--- config.mk ---
export PLATFORM = sky130hd
export DESIGN_NAME = spu_div
export DESIGN_NICKNAME = d
export VERILOG_FILES = /design/src/hdl/spu_div.sv
export SDC_FILE = /design/constraint.sdc
export NUM_CORES = 1
export LEC_CHECK = 0
export BUFFER_PORTS_ARGS = -buffer_cell sky130_fd_sc_hd__buf_2
export CORE_UTILIZATION = 50
export DETAILED_ROUTE_END_ITERATION = 10
export PLACE_DENSITY_LB_ADDON = 0.05
export SYNTH_ARGS = -nofsm -noshare
export SYNTH_HDL_FRONTEND = slang
export SYNTH_SLANG_ARGS = --single-unit
--- constraint.sdc ---
create_clock -name clk -period 3.35 [get_ports clk]
set_input_delay 0.335 -clock clk [delete_from_list [all_inputs] [get_ports clk]]
set_output_delay 0.335 -clock clk [all_outputs]
set_load 0.005 [all_outputs]
--- src/hdl/spu_div.sv ---
// pipelined restoring divider, one quotient bit per stage
// the dividend shifted right by QW must be below the divisor
module spu_div #(
	parameter int N  = 32,
	parameter int DW = 16,
	parameter int QW = 16,
	parameter int PW = 8
) (
	input  logic          clk,
	input  logic          arst_n,
	input  logic          en,
	input  logic          in_valid,
	input  logic [N-1:0]  dividend,
	input  logic [DW-1:0] divisor,
	input  logic [PW-1:0] in_payload,
	output logic          out_valid,
	output logic [QW-1:0] quotient,
	output logic [DW-1:0] remainder,
	output logic [PW-1:0] out_payload
);

	logic          vld_s [QW];
	logic [DW-1:0] rem_s [QW];
	logic [N-1:0]  dd_s  [QW];
	logic [DW-1:0] dvs_s [QW];
	logic [QW-1:0] quo_s [QW];
	logic [PW-1:0] pl_s  [QW];

	for (genvar k = 0; k < QW; k++) begin : g_stage
		logic          v_i;
		logic [DW-1:0] r_i;
		logic [N-1:0]  d_i;
		logic [DW-1:0] dv_i;
		logic [QW-1:0] q_i;
		logic [PW-1:0] p_i;
		logic [DW:0]   trial;
		logic          fits;

		// stage input: port or previous stage
		if (k == 0) begin : g_first
			assign v_i  = in_valid;
			assign r_i  = DW'(dividend >> QW);
			assign d_i  = dividend << (N - QW);
			assign dv_i = divisor;
			assign q_i  = '0;
			assign p_i  = in_payload;
		end else begin : g_next
			assign v_i  = vld_s[k-1];
			assign r_i  = rem_s[k-1];
			assign d_i  = dd_s[k-1];
			assign dv_i = dvs_s[k-1];
			assign q_i  = quo_s[k-1];
			assign p_i  = pl_s[k-1];
		end

		// trial subtract of the divisor
		assign trial = {r_i, d_i[N-1]};
		assign fits  = trial >= {1'b0, dv_i};

		always_ff @(posedge clk or negedge arst_n) begin
			if (!arst_n) begin
				vld_s[k] <= 1'b0;
			end else if (en) begin
				vld_s[k] <= v_i;
			end
		end

		always_ff @(posedge clk) begin
			if (en) begin
				rem_s[k] <= fits ? DW'(trial - {1'b0, dv_i}) : DW'(trial);
				dd_s[k]  <= d_i << 1;
				dvs_s[k] <= dv_i;
				quo_s[k] <= {q_i[QW-2:0], fits};
				pl_s[k]  <= p_i;
			end
		end
	end

	assign out_valid   = vld_s[QW-1];
	assign quotient    = quo_s[QW-1];
	assign remainder   = rem_s[QW-1];
	assign out_payload = pl_s[QW-1];

endmodule

-- Word-level counts from Yosys, hierarchy flattened
Memories as Yosys holds them, arrays and structs flattened.
Cells that the tools add are included.
Widths: inputs -> output; s select.
- RAM bits: 1392
- register bits: 16
- bits of input ports: 60
- memories: 5
- memory list (name ; depth ; bits a word ; rd ports ; clocked after Yosys merged registers in ; wr ports ; RTL line ; text):
    dd_s ; 16 ; 31 ; 15 ; 0 ; 16 ; 24 ; logic [N-1:0] dd_s [QW];
    dvs_s ; 16 ; 16 ; 15 ; 0 ; 16 ; 25 ; logic [DW-1:0] dvs_s [QW];
    quo_s ; 16 ; 16 ; 16 ; 0 ; 16 ; 26 ; logic [QW-1:0] quo_s [QW];
    rem_s ; 16 ; 16 ; 16 ; 0 ; 16 ; 23 ; logic [DW-1:0] rem_s [QW];
    pl_s ; 16 ; 8 ; 16 ; 0 ; 16 ; 27 ; logic [PW-1:0] pl_s [QW];
- magnitude comparators: 16
- add/sub/neg operators: 16
- multiplexer cells: 18
- operators with widths (operator ; number):
    $ge 17x16->1 ; 16
    $mux 16 ; 16
    $sub 16x16->16 ; 16
    $mux 1 ; 2

-- Logic depth before layout (Yosys ltp)
An unclocked memory read counts as a cell.
- word-level depth: 3
- gate-level depth with buffers: 12
- mapped depth without buffers: 11

-- Least setup slack after synthesis
No wires, ideal clock.
- path type: reg-to-reg
- start point: mem rem_s[10][9] (netlist: rem_s[1][41])
- end point: mem rem_s[11][8] (netlist: rem_s[1][56]), data pin
- required time: 3.090 ns
- setup slack: 0.506 ns
- setup time: 0.260 ns
- arrival: 2.584 ns
- cell stages (with the launch flop): 12
- period minus slack after synthesis: 2.844 ns
- path buffers: 2
- cells stage by stage: edfxtp_1 ha_1 a21o_1 a21o_1 a21oi_1 o31a_1 a31oi_2 a2111oi_1 or3_1 buf_6 buf_12 mux2_4
- RTL lines (what ; RTL line):
    from (decl) ; 23

==> summary.md <==
| Metric | Value |
|---|---|
| Placer congestion estimate | `0.916` |
| Boundary Pins | `101` |
| Worst-case reg-to-reg path depth | `8` |
| Part of the cycle the worst path needs | `0.946` |
| Pre-antenna DRT Iters | `6` |
| Area share of the largest cell type after synthesis | `0.617` |
| Via total after detailed routing | `25000` |
| Critical Setup Path Class | `register to register` |
| Mean instance size in the synthesized netlist | `13.7 µm²` |
| Vias per cell | `5.42` |
| Achievable clock frequency | `316 MHz` |
| Diodes inserted | `0` |
| PwrDens | `908 nW/µm²` |
| Launch instance of the worst register-to-register path | `rem_s[0][66]` |
| Clock latency on the worst-skew pair | `670 ps` |
| Vias in the first global route | `24700` |
| GR Util met2 | `0.309` |
| Run status | `finished clean` |
| Final Worst Setup Slack | `182 ps` |
| Number of distinct library cells after synthesis | `89` |
| Post-DRT Antenna Nets | `0` |
| Root buffer cell | `clkbuf_16` |
| Clock Power Share | `0.250` |
| Total routing resource utilization after global routing | `0.193` |
| Final number of setup-violating endpoints | `0` |
| Library cell with the largest summed area after synthesis | `edfxtp_1` |
| Worst supply voltage drop on vdd | `0.000493 V` |
| Worst rel slew slack | `0.408` |
| Number of hold violations in the final report | `0` |
| Antenna violations before repair | `0` |
| Portion of the post-synthesis area used by sequential elements | `0.627` |
| Cells along the critical path | `ha_1 -> o211ai_1 -> a21boi_0 -> o41ai_2 -> o311ai_1 -> o221ai_1 -> nand2_2 -> mux2_2` |
| Die boundary height | `295 µm` |
| CP required | `3760 ps` |
| Floorplan row count | `106` |
| Syn-to-layout area delta | `14.7%` |
| Leakage dissipation | `19.5 nW` |
| Area of the core region | `84200 µm²` |
| Synthesized instance count | `3123` |
| Syn Nets | `3455` |
| Most frequent standard cell in the layout excluding fill and tap cells | `edfxtp_1` |
| Global-route met1 utilization | `0.276` |
| Setup crit start kind | `register` |
| Minimum clock period | `3170 ps` |
| Critical path data arrival time | `3580 ps` |
| Post-Place Worst Slack | `14.6 ps` |
| H-tree levels | `3` |
| Setup repair after global routing missed its margin | `no` |
| Part of the total power dissipated in combinational logic | `0.370` |
| Tightest Pin Transition | `880 ps` |
| CP max stage cell | `ha_1` |
| Overall die area | `86800 µm²` |
| Number of design rule violations left after detail routing | `0` |
| Sum of negative setup slack | `0 ps` |
| Cell types with the largest area share after synthesis | `edfxtp_1, ha_1, mux2_2, inv_1, xnor2_1` |
| Routed wire length per instance | `18.0 µm` |
| Maximum number of pins on one net before global-route repair | `126` |
| Hold WC Path Type | `primary input to register` |
| Most used flip-flop cell after synthesis | `edfxtp_1` |
| Reg-to-reg setup timing slack | `180 ps` |
| Final-report max-slew violation count | `0` |
| M3 GR Usage | `0.0294` |
| Crit path to | `rem_s[0][87]` |
| Global-route wire length before repair | `132000 µm` |
| Buffer count from post-CTS setup fixing | `0` |
| Sequential group share of total power | `0.379` |
| Fraction of registers with async set or reset after synthesis | `0.0179` |
| Overall power | `44.6 mW` |
| Clock-pin slew of the registers on the worst-case setup and hold paths | `60 ps` |
| Starting DRC count in detailed routing | `1715` |
| Die outline width | `295 µm` |
| Longest individual stage delay on the worst path | `440 ps` |
| Hold path cells | `3` |
| Total Wirelength | `82800 µm` |
| Launch point of the worst path | `rem_s[0][66]` |
| Switching power summed over all nets | `14.2 mW` |
| Internal power | `30.3 mW` |
| FF-to-FF End | `rem_s[0][87]` |
| CTS Buf Count | `97` |
| Most frequent cells in the layout | `edfxtp_1, inv_1, ha_1` |
| Register bit count reported by yosys | `896` |
| Busiest grt layer | `met2` |
| Endpoint kind of the worst setup timing path | `register` |
| CTS tree | `yes` |
| Maximum fanout encountered on the critical timing path | `17` |
| EDFF count, synth | `880` |
| Detailed-placement wirelength estimate | `59500 µm` |
| Num Clock Sinks | `896` |
| Max-cap check violation count | `0` |
| Total of buffers placed on input and output ports | `100` |
| Total grt overflow | `0` |
| Switching fraction of total power | `0.320` |
| Total of fill cells in the finished design | `6702` |
| Layout Nets | `3728` |
| Proportion of layout cells with a drive suffix above 1 | `0.153` |
| Number of buffers on the longest clock path | `3` |
| Total number of yosys warnings | `0` |
| Initial cell density of the core | `0.508` |
| Mapped Area | `42800 µm²` |
| Clock Skew | `31.8 ps` |
[area by class of cell]
class / instances / area, µm² / area share
Clock buffer: 113 / 2520 / 0.0513
Timing Repair Buffer: 208 / 1660 / 0.0338
Clock inverter: 67 / 872 / 0.0178
Inverter: 320 / 1200 / 0.0245
Tap cell: 1134 / 1420 / 0.0289
Sequential cell: 896 / 26800 / 0.546
Multi-Input combinational cell: 1873 / 14600 / 0.298
[what timing repair did]
| action | in CTS | in global routing |
|---|---|---|
| resized for setup | 0 | 5 |
| hold buffers | 55 | 0 |
| hold endpoints to repair | 70 | 0 |
| endpoints found under the setup margin | 0 | 52 |
[worst max-delay path, delay by kind of cell, from the launching register on]
kind	cells	cell delay, ps
AO/OA/AOI/OAI	5	1240
adder cells (fa/ha/maj)	1	440
flip-flops	1	430
multiplexers	1	400
AND/OR/NAND/NOR	1	390
[routing by layer]
metal | vias up | routed length (µm)
met5 | - | 0
met4 | 0 | 1810
met2 | 479 | 38400
li1 | 12200 | -
met1 | 12200 | 39400
met3 | 137 | 3200
[power groups by stage]
stage	Combinational (mW)	Clock, mW	Sequential (mW)
2_1_floorplan	12.7	0	16.5
3_3_place_gp	15.9	0	17.1
3_5_place_dp	16.3	0	17.2
4_1_cts	16.5	11.5	17.0
5_1_grt	18.3	11.9	17.1
6_report	16.5	11.2	16.9
[how the worst min path moves through the flow]
stage / from / to / slack, ps
final: dividend[15] / rem_s[0][0] / 60
after global routing: dividend[15] / rem_s[0][0] / 80
after CTS: dividend[15] / rem_s[0][0] / 10
after detailed placement: arst_n / g_stage[15].v_i / 270
after global placement: arst_n / out_valid / 260
after floorplan: arst_n / g_stage[10].v_i / 40
[cell usage after synthesis, drive strengths merged, types with 15 or more instances]
master,instances
nor2b,47
o21a,50
edfxtp,880
xnor2,124
a31oi,21
mux2i,42
o31a,15
mux2,195
nor4,22
fa,16
o21ai,145
a211oi,15
a21oi,161
a21boi,18
nand2,132
a21o,70
xor2,53
ha,256
nand4,27
dfrtp,16
nor3,45
nand2b,40
inv,320
nand3,43
nor2,165
buf,20
[metrics by stage]
stage | utilization | hold WS, ps | cells | area [µm²]
6_report | 0.583 | 59.2 | 4611 | 49100
3_3_place_gp | 0.536 | 258 | 4376 | 45100
3_5_place_dp | 0.536 | 273 | 4376 | 45100
2_1_floorplan | - | 39.4 | 3123 | 42800
5_1_grt | 0.583 | 76.3 | 4611 | 49100
4_1_cts | 0.583 | 14.2 | 4611 | 49100
[state kept, by name, summed over array words and instances (netlist names)]
signal / count
rem_s: 256
dvs_s: 240
quo_s: 136
pl_s: 128
dd_s: 120
out_valid: 1
g_stage.v_i: 15
[kinds of logic (layout without fill, tap and decap cells)]
kind of cell             count (synthesis)  after routing  synth area share
AND/OR/NAND/NOR                        581            581            0.0667
buffers and inverters                  354            708            0.0328
AO/OA/AOI/OAI                          606            606            0.0932
multiplexers                           237            237            0.0623
adder cells (fa/ha/maj)                272            272            0.0823
flip-flops                             896            896             0.627
XOR/XNOR                               177            177            0.0362
No activity file was read; power rests on OpenSTA's default activity.
